--- config.mk ---
export PLATFORM = sky130hd
export DESIGN_NAME = script_source_tokenizer_flat
export DESIGN_NICKNAME = d
export VERILOG_FILES = /design/src/sv/sst_pkg.sv /design/src/sv/sst_byte_if.sv /design/src/sv/sst_tok_if.sv /design/src/sv/sst_scan.sv /design/src/sv/sst_out.sv /design/src/sv/script_source_tokenizer.sv /design/src/flat_wrapper.sv
export SDC_FILE = /design/constraint.sdc
export NUM_CORES = 1
export LEC_CHECK = 0
export CAP_MARGIN = 20
export CORE_UTILIZATION = 52
export CTS_CLUSTER_DIAMETER = 30
export DETAILED_ROUTE_END_ITERATION = 6
export DONT_BUFFER_PORTS = 1
export GPL_TIMING_DRIVEN = 0
export PLACE_DENSITY = 0.75
export SLEW_MARGIN = 15
export SYNTH_ARGS = -nofsm -noshare
export SYNTH_HDL_FRONTEND = slang
export SYNTH_HIERARCHICAL = 1
export SYNTH_SLANG_ARGS = --single-unit
--- constraint.sdc ---
create_clock -name clk -period 13.9 [get_ports clk]
set_input_delay 2.78 -clock clk [delete_from_list [all_inputs] [get_ports clk]]
set_output_delay 2.78 -clock clk [all_outputs]
set_load 0.03 [all_outputs]
--- src/sv/sst_pkg.sv ---
// ----------------------------------------------------------------------------
// sst_pkg
// Types, constants and table functions for the source tokenizer.
// ----------------------------------------------------------------------------
package sst_pkg;

  localparam int POS_BITS = 32;
  localparam int LEN_BITS = 16;
  localparam logic [LEN_BITS-1:0] LEN_MAX = '1;

  typedef enum logic [4:0] {
    C_NUL, C_WS, C_LF, C_CR, C_QUOTE, C_OPAR, C_CPAR, C_STAR, C_PLUS,
    C_COMMA, C_MINUS, C_SLASH, C_DIGIT, C_SEMI, C_LESS, C_EQ, C_SQO,
    C_SQC, C_LETTER, C_OBR, C_CBR, C_INVALID, C_OTHER
  } cls_t;

  typedef enum logic [4:0] {
    S_START = 5'd0, S_WS = 5'd1, S_LF = 5'd2, S_CR = 5'd3, S_OPENLIT = 5'd4,
    S_LIT = 5'd5, S_OPAR = 5'd6, S_CPAR = 5'd7, S_STAR = 5'd8, S_PLUS = 5'd9,
    S_COMMA = 5'd10, S_PLUS2 = 5'd11, S_MINUS = 5'd12, S_SLASH = 5'd13,
    S_NUM = 5'd14, S_LCOM = 5'd15, S_BCOM = 5'd16, S_SEMI = 5'd17,
    S_LESS = 5'd18, S_LESSEQ = 5'd19, S_ASSIGN = 5'd20, S_SQO = 5'd21,
    S_SQC = 5'd22, S_EQ = 5'd23, S_IDENT = 5'd24, S_OBR = 5'd25,
    S_CBR = 5'd26, S_ENDTXT = 5'd27, S_FIN = 5'd30, S_ILL = 5'd31
  } st_t;

  localparam logic [4:0] K_ILLEGAL = 5'd0;
  localparam logic [4:0] K_END     = 5'd1;
  localparam logic [4:0] K_KW0     = 5'd21;

  typedef struct packed {
    logic [4:0]          kind;
    logic [POS_BITS-1:0] start;
    logic [LEN_BITS-1:0] len;
  } tok_t;

  // classification step result for one byte
  typedef struct packed {
    logic n;       // set when two tokens are present (equals v1); counts 0,1,2 are encoded by v0/v1
    logic v0;
    logic v1;
    tok_t t0;
    tok_t t1;
  } res_t;

  function automatic cls_t classify(input logic [7:0] b);
    if (b >= 8'h61 && b <= 8'h7a) return C_LETTER;
    if (b >= 8'h41 && b <= 8'h5a) return C_LETTER;
    if (b >= 8'h30 && b <= 8'h39) return C_DIGIT;
    case (b)
      8'h00: return C_NUL;
      8'h09, 8'h20: return C_WS;
      8'h0a: return C_LF;
      8'h0d: return C_CR;
      8'h22: return C_QUOTE;
      8'h28: return C_OPAR;
      8'h29: return C_CPAR;
      8'h2a: return C_STAR;
      8'h2b: return C_PLUS;
      8'h2c: return C_COMMA;
      8'h2d: return C_MINUS;
      8'h2f: return C_SLASH;
      8'h3b: return C_SEMI;
      8'h3c: return C_LESS;
      8'h3d: return C_EQ;
      8'h5b: return C_SQO;
      8'h5d: return C_SQC;
      8'h7b: return C_OBR;
      8'h7d: return C_CBR;
      8'h21, 8'h3a, 8'h5c, 8'h5e: return C_INVALID;
      default: return C_OTHER;
    endcase
  endfunction

  function automatic logic in_set(input cls_t c, input logic [22:0] set);
    return set[c];
  endfunction

  function automatic logic [22:0] bit_of(input cls_t c);
    return 23'(1) << c;
  endfunction

  function automatic st_t next_state(input st_t s, input cls_t c);
    case (s)
      S_START: begin
        case (c)
          C_NUL: return S_ENDTXT;
          C_WS: return S_WS;
          C_LF: return S_LF;
          C_CR: return S_CR;
          C_QUOTE: return S_OPENLIT;
          C_OPAR: return S_OPAR;
          C_CPAR: return S_CPAR;
          C_STAR: return S_STAR;
          C_PLUS: return S_PLUS;
          C_COMMA: return S_COMMA;
          C_MINUS: return S_MINUS;
          C_SLASH: return S_SLASH;
          C_DIGIT: return S_NUM;
          C_SEMI: return S_SEMI;
          C_LESS: return S_LESS;
          C_EQ: return S_ASSIGN;
          C_SQO: return S_SQO;
          C_SQC: return S_SQC;
          C_LETTER: return S_IDENT;
          C_OBR: return S_OBR;
          C_CBR: return S_CBR;
          default: return S_ILL;
        endcase
      end
      S_WS: begin
        if (c == C_WS) return S_WS;
        return in_set(c, bit_of(C_CR) | bit_of(C_STAR) | bit_of(C_PLUS) | bit_of(C_SLASH)
                       | bit_of(C_DIGIT) | bit_of(C_LESS) | bit_of(C_EQ) | bit_of(C_LETTER)
                       | bit_of(C_OBR) | bit_of(C_CBR)) ? S_FIN : S_ILL;
      end
      S_LF:
        return in_set(c, bit_of(C_WS) | bit_of(C_CR) | bit_of(C_SLASH) | bit_of(C_LETTER)
                       | bit_of(C_OBR) | bit_of(C_CBR)) ? S_FIN : S_ILL;
      S_CR: return (c == C_LF) ? S_FIN : S_ILL;
      S_OPENLIT: begin
        if (c == C_QUOTE) return S_LIT;
        return in_set(c, bit_of(C_WS) | bit_of(C_OPAR) | bit_of(C_CPAR) | bit_of(C_EQ)
                       | bit_of(C_LETTER) | bit_of(C_INVALID)) ? S_OPENLIT : S_ILL;
      end
      S_LIT: return (c == C_CPAR) ? S_FIN : S_ILL;
      S_OPAR:
        return in_set(c, bit_of(C_QUOTE) | bit_of(C_CPAR) | bit_of(C_DIGIT)
                       | bit_of(C_LETTER)) ? S_FIN : S_ILL;
      S_CPAR:
        return in_set(c, bit_of(C_WS) | bit_of(C_CR) | bit_of(C_CPAR)
                       | bit_of(C_SEMI)) ? S_FIN : S_ILL;
      S_PLUS: begin
        if (c == C_PLUS) return S_PLUS2;
        return (c == C_WS) ? S_FIN : S_ILL;
      end
      S_STAR, S_COMMA, S_LESSEQ, S_EQ: return (c == C_WS) ? S_FIN : S_ILL;
      S_PLUS2: return (c == C_CPAR) ? S_FIN : S_ILL;
      S_MINUS: return (c == C_DIGIT) ? S_FIN : S_ILL;
      S_SLASH: begin
        if (c == C_STAR) return S_BCOM;
        return (c == C_SLASH) ? S_LCOM : S_ILL;
      end
      S_NUM: begin
        if (c == C_DIGIT) return S_NUM;
        return in_set(c, bit_of(C_WS) | bit_of(C_CPAR) | bit_of(C_SEMI)) ? S_FIN : S_ILL;
      end
      S_SEMI: return in_set(c, bit_of(C_WS) | bit_of(C_CR)) ? S_FIN : S_ILL;
      S_LESS: begin
        if (c == C_EQ) return S_LESSEQ;
        return (c == C_WS) ? S_FIN : S_ILL;
      end
      S_ASSIGN: begin
        if (c == C_EQ) return S_EQ;
        return (c == C_WS) ? S_FIN : S_ILL;
      end
      S_SQO: return (c == C_LETTER) ? S_FIN : S_ILL;
      S_SQC: return (c == C_SEMI) ? S_FIN : S_ILL;
      S_IDENT: begin
        if (c == C_LETTER) return S_IDENT;
        return in_set(c, bit_of(C_NUL) | bit_of(C_WS) | bit_of(C_OPAR) | bit_of(C_CPAR)
                       | bit_of(C_PLUS) | bit_of(C_COMMA) | bit_of(C_MINUS) | bit_of(C_SEMI)
                       | bit_of(C_SQO) | bit_of(C_SQC)) ? S_FIN : S_ILL;
      end
      S_OBR: return (c == C_CR) ? S_FIN : S_ILL;
      S_CBR: return in_set(c, bit_of(C_NUL) | bit_of(C_CR)) ? S_FIN : S_ILL;
      default: return S_ILL;
    endcase
  endfunction

  function automatic logic [4:0] kind_of(input st_t s);
    case (s)
      S_LIT: return 5'd2;
      S_OPAR: return 5'd3;
      S_CPAR: return 5'd4;
      S_STAR: return 5'd5;
      S_PLUS: return 5'd6;
      S_COMMA: return 5'd7;
      S_PLUS2: return 5'd8;
      S_MINUS: return 5'd9;
      S_NUM: return 5'd10;
      S_SEMI: return 5'd11;
      S_LESS: return 5'd12;
      S_LESSEQ: return 5'd13;
      S_ASSIGN: return 5'd14;
      S_SQO: return 5'd15;
      S_SQC: return 5'd16;
      S_EQ: return 5'd17;
      S_IDENT: return 5'd18;
      S_OBR: return 5'd19;
      S_CBR: return 5'd20;
      default: return K_ILLEGAL;
    endcase
  endfunction

  // keyword character at index i, zero beyond the keyword's end
  function automatic logic [7:0] kw_char(input logic [2:0] k, input logic [2:0] i);
    logic [47:0] w;
    case (k)
      3'd0: w = {8'h00, "yarra"};
      3'd1: w = {8'h00, "tsnoc"};
      3'd2: w = {24'h0, "rof"};
      3'd3: w = {32'h0, "fi"};
      3'd4: w = {24'h0, "tni"};
      3'd5: w = {24'h0, "wen"};
      3'd6: w = "nruter";
      default: w = {16'h0, "diov"};
    endcase
    return (i < 3'd6) ? w[i*8 +: 8] : 8'h00;
  endfunction

  function automatic logic [2:0] kw_len(input logic [2:0] k);
    case (k)
      3'd0, 3'd1: return 3'd5;
      3'd2, 3'd4, 3'd5: return 3'd3;
      3'd3: return 3'd2;
      3'd6: return 3'd6;
      default: return 3'd4;
    endcase
  endfunction

  function automatic logic [7:0] kw_filter(input logic [7:0] mask,
                                           input logic [LEN_BITS-1:0] idx,
                                           input logic [7:0] b);
    logic [7:0] keep;
    keep = '0;
    for (int k = 0; k < 8; k++) begin
      if (mask[k] && idx < LEN_BITS'(kw_len(3'(k)))
          && kw_char(3'(k), idx[2:0]) == b)
        keep[k] = 1'b1;
    end
    return keep;
  endfunction

  function automatic logic [LEN_BITS-1:0] len_inc(input logic [LEN_BITS-1:0] v);
    return (v == LEN_MAX) ? v : v + 1'b1;
  endfunction

endpackage

--- src/sv/sst_byte_if.sv ---
// ----------------------------------------------------------------------------
// sst_byte_if
// Valid/ready channel carrying one source byte.
// ----------------------------------------------------------------------------
interface sst_byte_if;
  logic       valid;
  logic       ready;
  logic [7:0] source_byte;
  modport source (output valid, output source_byte, input ready);
  modport sink (input valid, input source_byte, output ready);
endinterface

--- src/sv/sst_tok_if.sv ---
// ----------------------------------------------------------------------------
// sst_tok_if
// Valid/ready channel carrying one token item.
// ----------------------------------------------------------------------------
interface sst_tok_if;
  logic        valid;
  logic        ready;
  logic [4:0]  token_kind;
  logic [31:0] token_start;
  logic [15:0] token_length;
  logic        last_of_run;
  modport source (output valid, output token_kind, output token_start,
                  output token_length, output last_of_run, input ready);
  modport sink (input valid, input token_kind, input token_start,
                input token_length, input last_of_run, output ready);
endinterface

--- src/sv/sst_scan.sv ---
// ----------------------------------------------------------------------------
// sst_scan
// Scanner state and one-byte DFA step; produces up to two tokens per byte.
// ----------------------------------------------------------------------------
module sst_scan (
  input  logic                clk,
  input  logic                rst,
  input  logic                step,
  input  logic [7:0]          b,
  output sst_pkg::res_t       res
);
  import sst_pkg::*;

  st_t                 state;
  logic [POS_BITS-1:0] pos;
  logic [POS_BITS-1:0] tstart;
  logic [LEN_BITS-1:0] tlen;
  logic [7:0]          kwc;
  logic                star;

  st_t                 state_next;
  logic [POS_BITS-1:0] tstart_next;
  logic [LEN_BITS-1:0] tlen_next;
  logic [7:0]          kwc_next;
  logic                star_next;

  always_comb begin
    cls_t       c;
    st_t        ns;
    st_t        ss;
    logic [4:0] kind;
    logic       emit_p;
    logic       do_start;
    tok_t       pend;
    tok_t       stok;
    logic       stok_v;
    c = classify(b);
    state_next  = state;
    tstart_next = tstart;
    tlen_next   = tlen;
    kwc_next    = kwc;
    star_next   = star;
    res         = '0;
    emit_p      = 1'b0;
    do_start    = 1'b0;
    ns = next_state(state, c);

    // pending token, with keyword match for identifiers
    kind = kind_of(state);
    pend.kind  = kind;
    pend.start = tstart;
    pend.len   = tlen;
    if (state == S_LIT) begin
      pend.start = tstart + 1'b1;
      pend.len   = tlen - LEN_BITS'(2);
    end else if (state == S_IDENT) begin
      for (int k = 7; k >= 0; k--) begin
        if (kwc[k] && tlen == LEN_BITS'(kw_len(3'(k))))
          pend.kind = K_KW0 + 5'(k);
      end
    end

    // start-state step
    ss = next_state(S_START, c);
    stok.kind  = (ss == S_ENDTXT) ? K_END : K_ILLEGAL;
    stok.start = pos;
    stok.len   = LEN_BITS'(1);
    stok_v     = (ss == S_ENDTXT) || (ss == S_ILL);

    if (state == S_LCOM || state == S_BCOM) begin
      tlen_next = len_inc(tlen);
      if (b == 8'h00) begin
        res.v0 = 1'b1;
        res.t0 = '{kind: K_ILLEGAL, start: tstart, len: len_inc(tlen)};
        res.v1 = 1'b1;
        res.t1 = '{kind: K_END, start: pos, len: LEN_BITS'(1)};
        state_next = S_START;
      end else if (state == S_LCOM) begin
        if (b == 8'h0a) state_next = S_START;
      end else if (star && b == 8'h2f) begin
        state_next = S_START;
      end else begin
        star_next = (b == 8'h2a);
      end
      if (state_next == S_START) star_next = 1'b0;
    end else if (state == S_START || state > S_CBR) begin
      do_start = 1'b1;
    end else if (ns == S_FIN) begin
      emit_p   = !(state == S_WS || state == S_LF || state == S_CR);
      do_start = 1'b1;
    end else if (ns == S_ILL) begin
      res.v0 = 1'b1;
      res.t0 = '{kind: K_ILLEGAL, start: tstart, len: len_inc(tlen)};
      state_next = S_START;
    end else begin
      if (ns == S_IDENT) kwc_next = kw_filter(kwc, tlen, b);
      if (ns == S_LCOM || ns == S_BCOM) star_next = 1'b0;
      tlen_next  = len_inc(tlen);
      state_next = ns;
    end

    if (do_start) begin
      if (stok_v) begin
        state_next = S_START;
      end else begin
        state_next  = ss;
        tstart_next = pos;
        tlen_next   = LEN_BITS'(1);
        kwc_next    = (ss == S_IDENT) ? kw_filter(8'hff, '0, b) : 8'hff;
      end
      if (emit_p) begin
        res.v0 = 1'b1;
        res.t0 = pend;
        res.v1 = stok_v;
        res.t1 = stok;
      end else begin
        res.v0 = stok_v;
        res.t0 = stok;
      end
    end
    res.n = res.v1;
  end

  always_ff @(posedge clk) begin
    if (rst) begin
      state  <= S_START;
      pos    <= '0;
      tstart <= '0;
      tlen   <= '0;
      kwc    <= 8'hff;
      star   <= 1'b0;
    end else if (step) begin
      state  <= state_next;
      pos    <= pos + 1'b1;
      tstart <= tstart_next;
      tlen   <= tlen_next;
      kwc    <= kwc_next;
      star   <= star_next;
    end
  end
endmodule

--- src/sv/sst_out.sv ---
// ----------------------------------------------------------------------------
// sst_out
// Result register holding up to two tokens; sends them in order.
// ----------------------------------------------------------------------------
module sst_out (
  input  logic          clk,
  input  logic          rst,
  input  logic          load,
  input  sst_pkg::res_t res,
  output logic          can_load,
  sst_tok_if.source     tok
);
  import sst_pkg::*;

  logic v0;
  logic v1;
  tok_t t0;
  tok_t t1;

  // a new byte may enter when at most the final held token leaves this cycle
  assign can_load = !v0 || (!v1 && tok.ready);

  assign tok.valid        = v0;
  assign tok.token_kind   = t0.kind;
  assign tok.token_start  = t0.start;
  assign tok.token_length = t0.len;
  assign tok.last_of_run  = !v1;

  always_ff @(posedge clk) begin
    if (rst) begin
      v0 <= 1'b0;
      v1 <= 1'b0;
    end else if (load) begin
      v0 <= res.v0;
      v1 <= res.v1;
      t0 <= res.t0;
      t1 <= res.t1;
    end else if (v0 && tok.ready) begin
      v0 <= v1;
      v1 <= 1'b0;
      t0 <= t1;
    end
  end
endmodule

--- src/sv/script_source_tokenizer.sv ---
// ----------------------------------------------------------------------------
// script_source_tokenizer
// Byte-at-a-time script tokenizer: DFA step plus token result register.
// ----------------------------------------------------------------------------
// Usage:
//   src carries one source byte per item; a zero byte marks end of text.
//   tok carries tokens: kind, start offset, length, and last_of_run set on
//   the last token caused by a byte.
// Timing: a token caused by a byte is registered and valid the cycle after that byte is
//   accepted. Throughput: one byte per cycle while tokens are taken as they
//   appear; a byte that causes two tokens holds the input while both its tokens
//   are held, since the result register sends one token per cycle.
// Reset (rst, synchronous): scanner to its start state, offset counter to
//   zero, result register empty.
// Receiver stall: held tokens stay on tok; src.ready drops until the result
//   register can take the next byte's tokens. Bytes causing no token pass
//   through whenever the register is empty or draining its last token.
// ----------------------------------------------------------------------------
module script_source_tokenizer (
  input logic         clk,
  input logic         rst,
  sst_byte_if.sink    src,
  sst_tok_if.source   tok
);
  import sst_pkg::*;

  res_t res;
  logic can_load;
  logic step;

  assign src.ready = can_load;
  assign step      = src.valid && can_load;

  sst_scan u_scan (
    .clk  (clk),
    .rst  (rst),
    .step (step),
    .b    (src.source_byte),
    .res  (res)
  );

  sst_out u_out (
    .clk      (clk),
    .rst      (rst),
    .load     (step),
    .res      (res),
    .can_load (can_load),
    .tok      (tok)
  );
endmodule
--- src/flat_wrapper.sv ---
// flat-port wrapper written by rule: the top's interface ports become plain ports
module script_source_tokenizer_flat import sst_pkg::*;
  (clk, rst, src_valid, src_source_byte, src_ready, tok_valid, tok_token_kind, tok_token_start, tok_token_length, tok_last_of_run, tok_ready);
  sst_byte_if src_i ();
  sst_tok_if tok_i ();
  input logic clk;
  input logic rst;
  input wire logic [$bits(src_i.valid)-1:0] src_valid;
  input wire logic [$bits(src_i.source_byte)-1:0] src_source_byte;
  output wire logic [$bits(src_i.ready)-1:0] src_ready;
  output wire logic [$bits(tok_i.valid)-1:0] tok_valid;
  output wire logic [$bits(tok_i.token_kind)-1:0] tok_token_kind;
  output wire logic [$bits(tok_i.token_start)-1:0] tok_token_start;
  output wire logic [$bits(tok_i.token_length)-1:0] tok_token_length;
  output wire logic [$bits(tok_i.last_of_run)-1:0] tok_last_of_run;
  input wire logic [$bits(tok_i.ready)-1:0] tok_ready;
  assign src_i.valid = src_valid;
  assign src_i.source_byte = src_source_byte;
  assign src_ready = src_i.ready;
  assign tok_valid = tok_i.valid;
  assign tok_token_kind = tok_i.token_kind;
  assign tok_token_start = tok_i.token_start;
  assign tok_token_length = tok_i.token_length;
  assign tok_last_of_run = tok_i.last_of_run;
  assign tok_i.ready = tok_ready;
  script_source_tokenizer u_core (.clk(clk), .rst(rst), .src(src_i), .tok(tok_i));
endmodule
==> impl_results.md <==
- Synth Instances: 1641
- Pleak: 5.49 nW
- Routed Antenna Nets: 0
- Critical Path RT: 14.15 ns
- Residual DRC count: 0
- Deepest clock path buffer count: 3
- Outcome: finished clean
- Max Fclk: 105 MHz
- Post-CTS resize count: 0
- Initial Utilization: 53.1%
- Tcrit/Tclk final: 68.6%
- Overflow after GRT: 0
- Final GP Congestion: 0.952
- Die W: 165 um
- Core Area: 26100 um2
- Initial DRC Count: 1474
- WL final: 43.9 mm
- Setup Buffers After CTS: 0
- Ratio of cells with drive above 1 in the final layout: 11.6%
- Metal2 WL: 19.5 mm
- Sequential standard cell area: 5200 um2
- RSZ-0062 raised after global routing: no
- CP Cell Sequence: clkbuf_1 > clkbuf_1 > buf_1 > o221ai_1 > nor4b_2 > ha_1 > inv_1 > a2111oi_1 > o221ai_1 > a2111oi_2 > a211oi_2 > a21oi_1 > buf_2 > buf_2 > buf_1 > o22ai_1 > mux2_2
- Placed cell areas: 14400 um2
- Design Area, Final: 15700 um2
- Worst path slowest cell: a2111oi_1
- Relative slew slack: 17.6%
- Worst EP arrival: 9.79 ns
- CTS Buf Count: 37
- Syn Area/Cell: 8.44 um2
- Placed insts: 1999
- Hold wc startpoint: u_core/u_scan/kwc[3]
- I/O pin cnt: 68
- CP max FO: 10
- Slowest stage delay, CP: 0.87 ns
- Global-route wire length before repair: 68.4 mm
- CTS tree: done
- Fin. Hold Viols: 0
- GRT Total Usage: 32.0%
- Final hold slack: 0.470 ns
- Finished Core Util: 60.4%
- Initial antenna violation count: 0
- Pwr per Cell Area: 206 nW/um2
- Final cell count without fillers: 2067
- Pre-antenna DRT Iters: 6
- Post-DP HPWL: 31.2 mm
- Worst setup SP type: input pin
- Highest Signal Layer: met4
- CTS sink cnt: 207
- Fin nets: 1741
- Ant diodes: 0
- Worst Max-Slew Pin Slew: 1.23 ns
- Cell area after synthesis: 13800 um2
- Worst Hold Class: reg -> reg
- Met3 WL: 4.22 mm
- Filler Cell Count: 2249
- Die Ht: 165 um
- Core Rows: 59
- Setup crit start: src_source_byte[1]
- Final setup TNS: 0 ns
- Setup CP Type: in -> reg
- M1 wire length: 19.1 mm
- CTS H-tree depth: 2
- CP Capture Type: flop
- Vias in the first global route: 12400
- Largest net degree at the start of global routing: 32
- Clock Tree Root: clkbuf_16
- Cts hold-fix bufs: 0
- Multi-input gate area: 7920 um2
- Max_cap viols: 0
- Max-slew violations: 0
- DR vias: 13300
- Die area: 27300 um2
- FF-to-FF Start: u_core/u_scan/state[4]
- YS warnings: 6
- Peak VDD IR: 0.133 mV
- Final setup violation count: 0
- Vias per inst: 6.42
- Min cycle time layout: 9.54 ns
- Clock Skew: 0.0189 ns
- Clock Latency Late Sink: 0.51 ns
- Clock-pin slew on the worst setup and hold paths: 0.05 ns
- Avg WL per Cell: 21.2 um
- Synth-to-Final Area Change: 13.6%
- Port buffer count: 0
cell usage in the layout, fill, tap and decap left out, types with 30 or more instances in the layout:
cell type  instances
mux2_2            39
clkbuf_1          82
nand2_1          186
inv_1             30
nor2b_1           38
nor3_1            37
nor2_1           161
xor2_1            33
o21ai_0          100
nand3_1           54
edfxtp_1         106
and3_1            33
dfxtp_1          101
clkbuf_16         40
a21oi_1          140
per-stage QoR:
step	total power, mW	worst slack (ns)
final	3.24	4.36
after global routing	3.39	4.04
after CTS	3.19	4.62
after detailed placement	2.25	4.07
after global placement	2.24	4.18
after floorplan	1.82	5.87
metal layers:
metal,global-route usage [%],vias to the layer above
met5,0,-
met4,9.67,0
met3,5.09,98
met2,49.6,727
met1,45.5,6322
li1,-,6125
worst max-delay path, delay by kind of cell:
family | cells | cell delay, ns
AO/OA/AOI/OAI | 7 | 2.79
buffers and inverters | 7 | 2.62
multiplexers | 1 | 0.35
AND/OR/NAND/NOR | 1 | 0.83
adder cells (fa/ha/maj) | 1 | 0.40
path summary, 6_finish.rpt:
path / to / slack (ns) / depth (start not counted)
setup / recovery: u_core/u_out/tok.token_start[1] / 4.36 / 17
hold / removal: u_core/u_scan/kwc[3] / 0.47 / 2
setup reg to reg: u_core/u_out/tok.token_start[19] / 8.31 / 14
hold reg to reg: u_core/u_scan/kwc[3] / 0.47 / 2
state kept, by name, summed over array words and instances (netlist names), named ones only:
register,count
u_core/u_scan/kwc,8
u_core/u_out/tok.valid,1
u_core/u_out/tok.token_kind,5
u_core/u_scan/tstart,32
u_core/u_out/v1,1
u_core/u_scan/tlen,16
u_core/u_out/t1,53
u_core/u_scan/pos,32
u_core/u_out/tok.token_length,16
u_core/u_scan/state,5
u_core/u_scan/star,1
u_core/u_out/tok.token_start,32
layout make-up:
class / instances / share of cell area (%)
Sequential cell: 207 / 33.1
Tap cell: 335 / 2.66
Clock inverter: 23 / 1.78
Timing Repair Buffer: 5 / 0.549
Clock buffer: 45 / 6.48
Buffer: 137 / 4.36
Multi-Input combinational cell: 1284 / 50.3
Inverter: 31 / 0.740
power breakdown:
group          total [mW]  switching (mW)  internal (mW)
Sequential          0.764          0.0588          0.706
Clock               0.931           0.310          0.620
Combinational        1.54            1.07          0.472
Note: power is estimated with default switching activity, not from simulation.
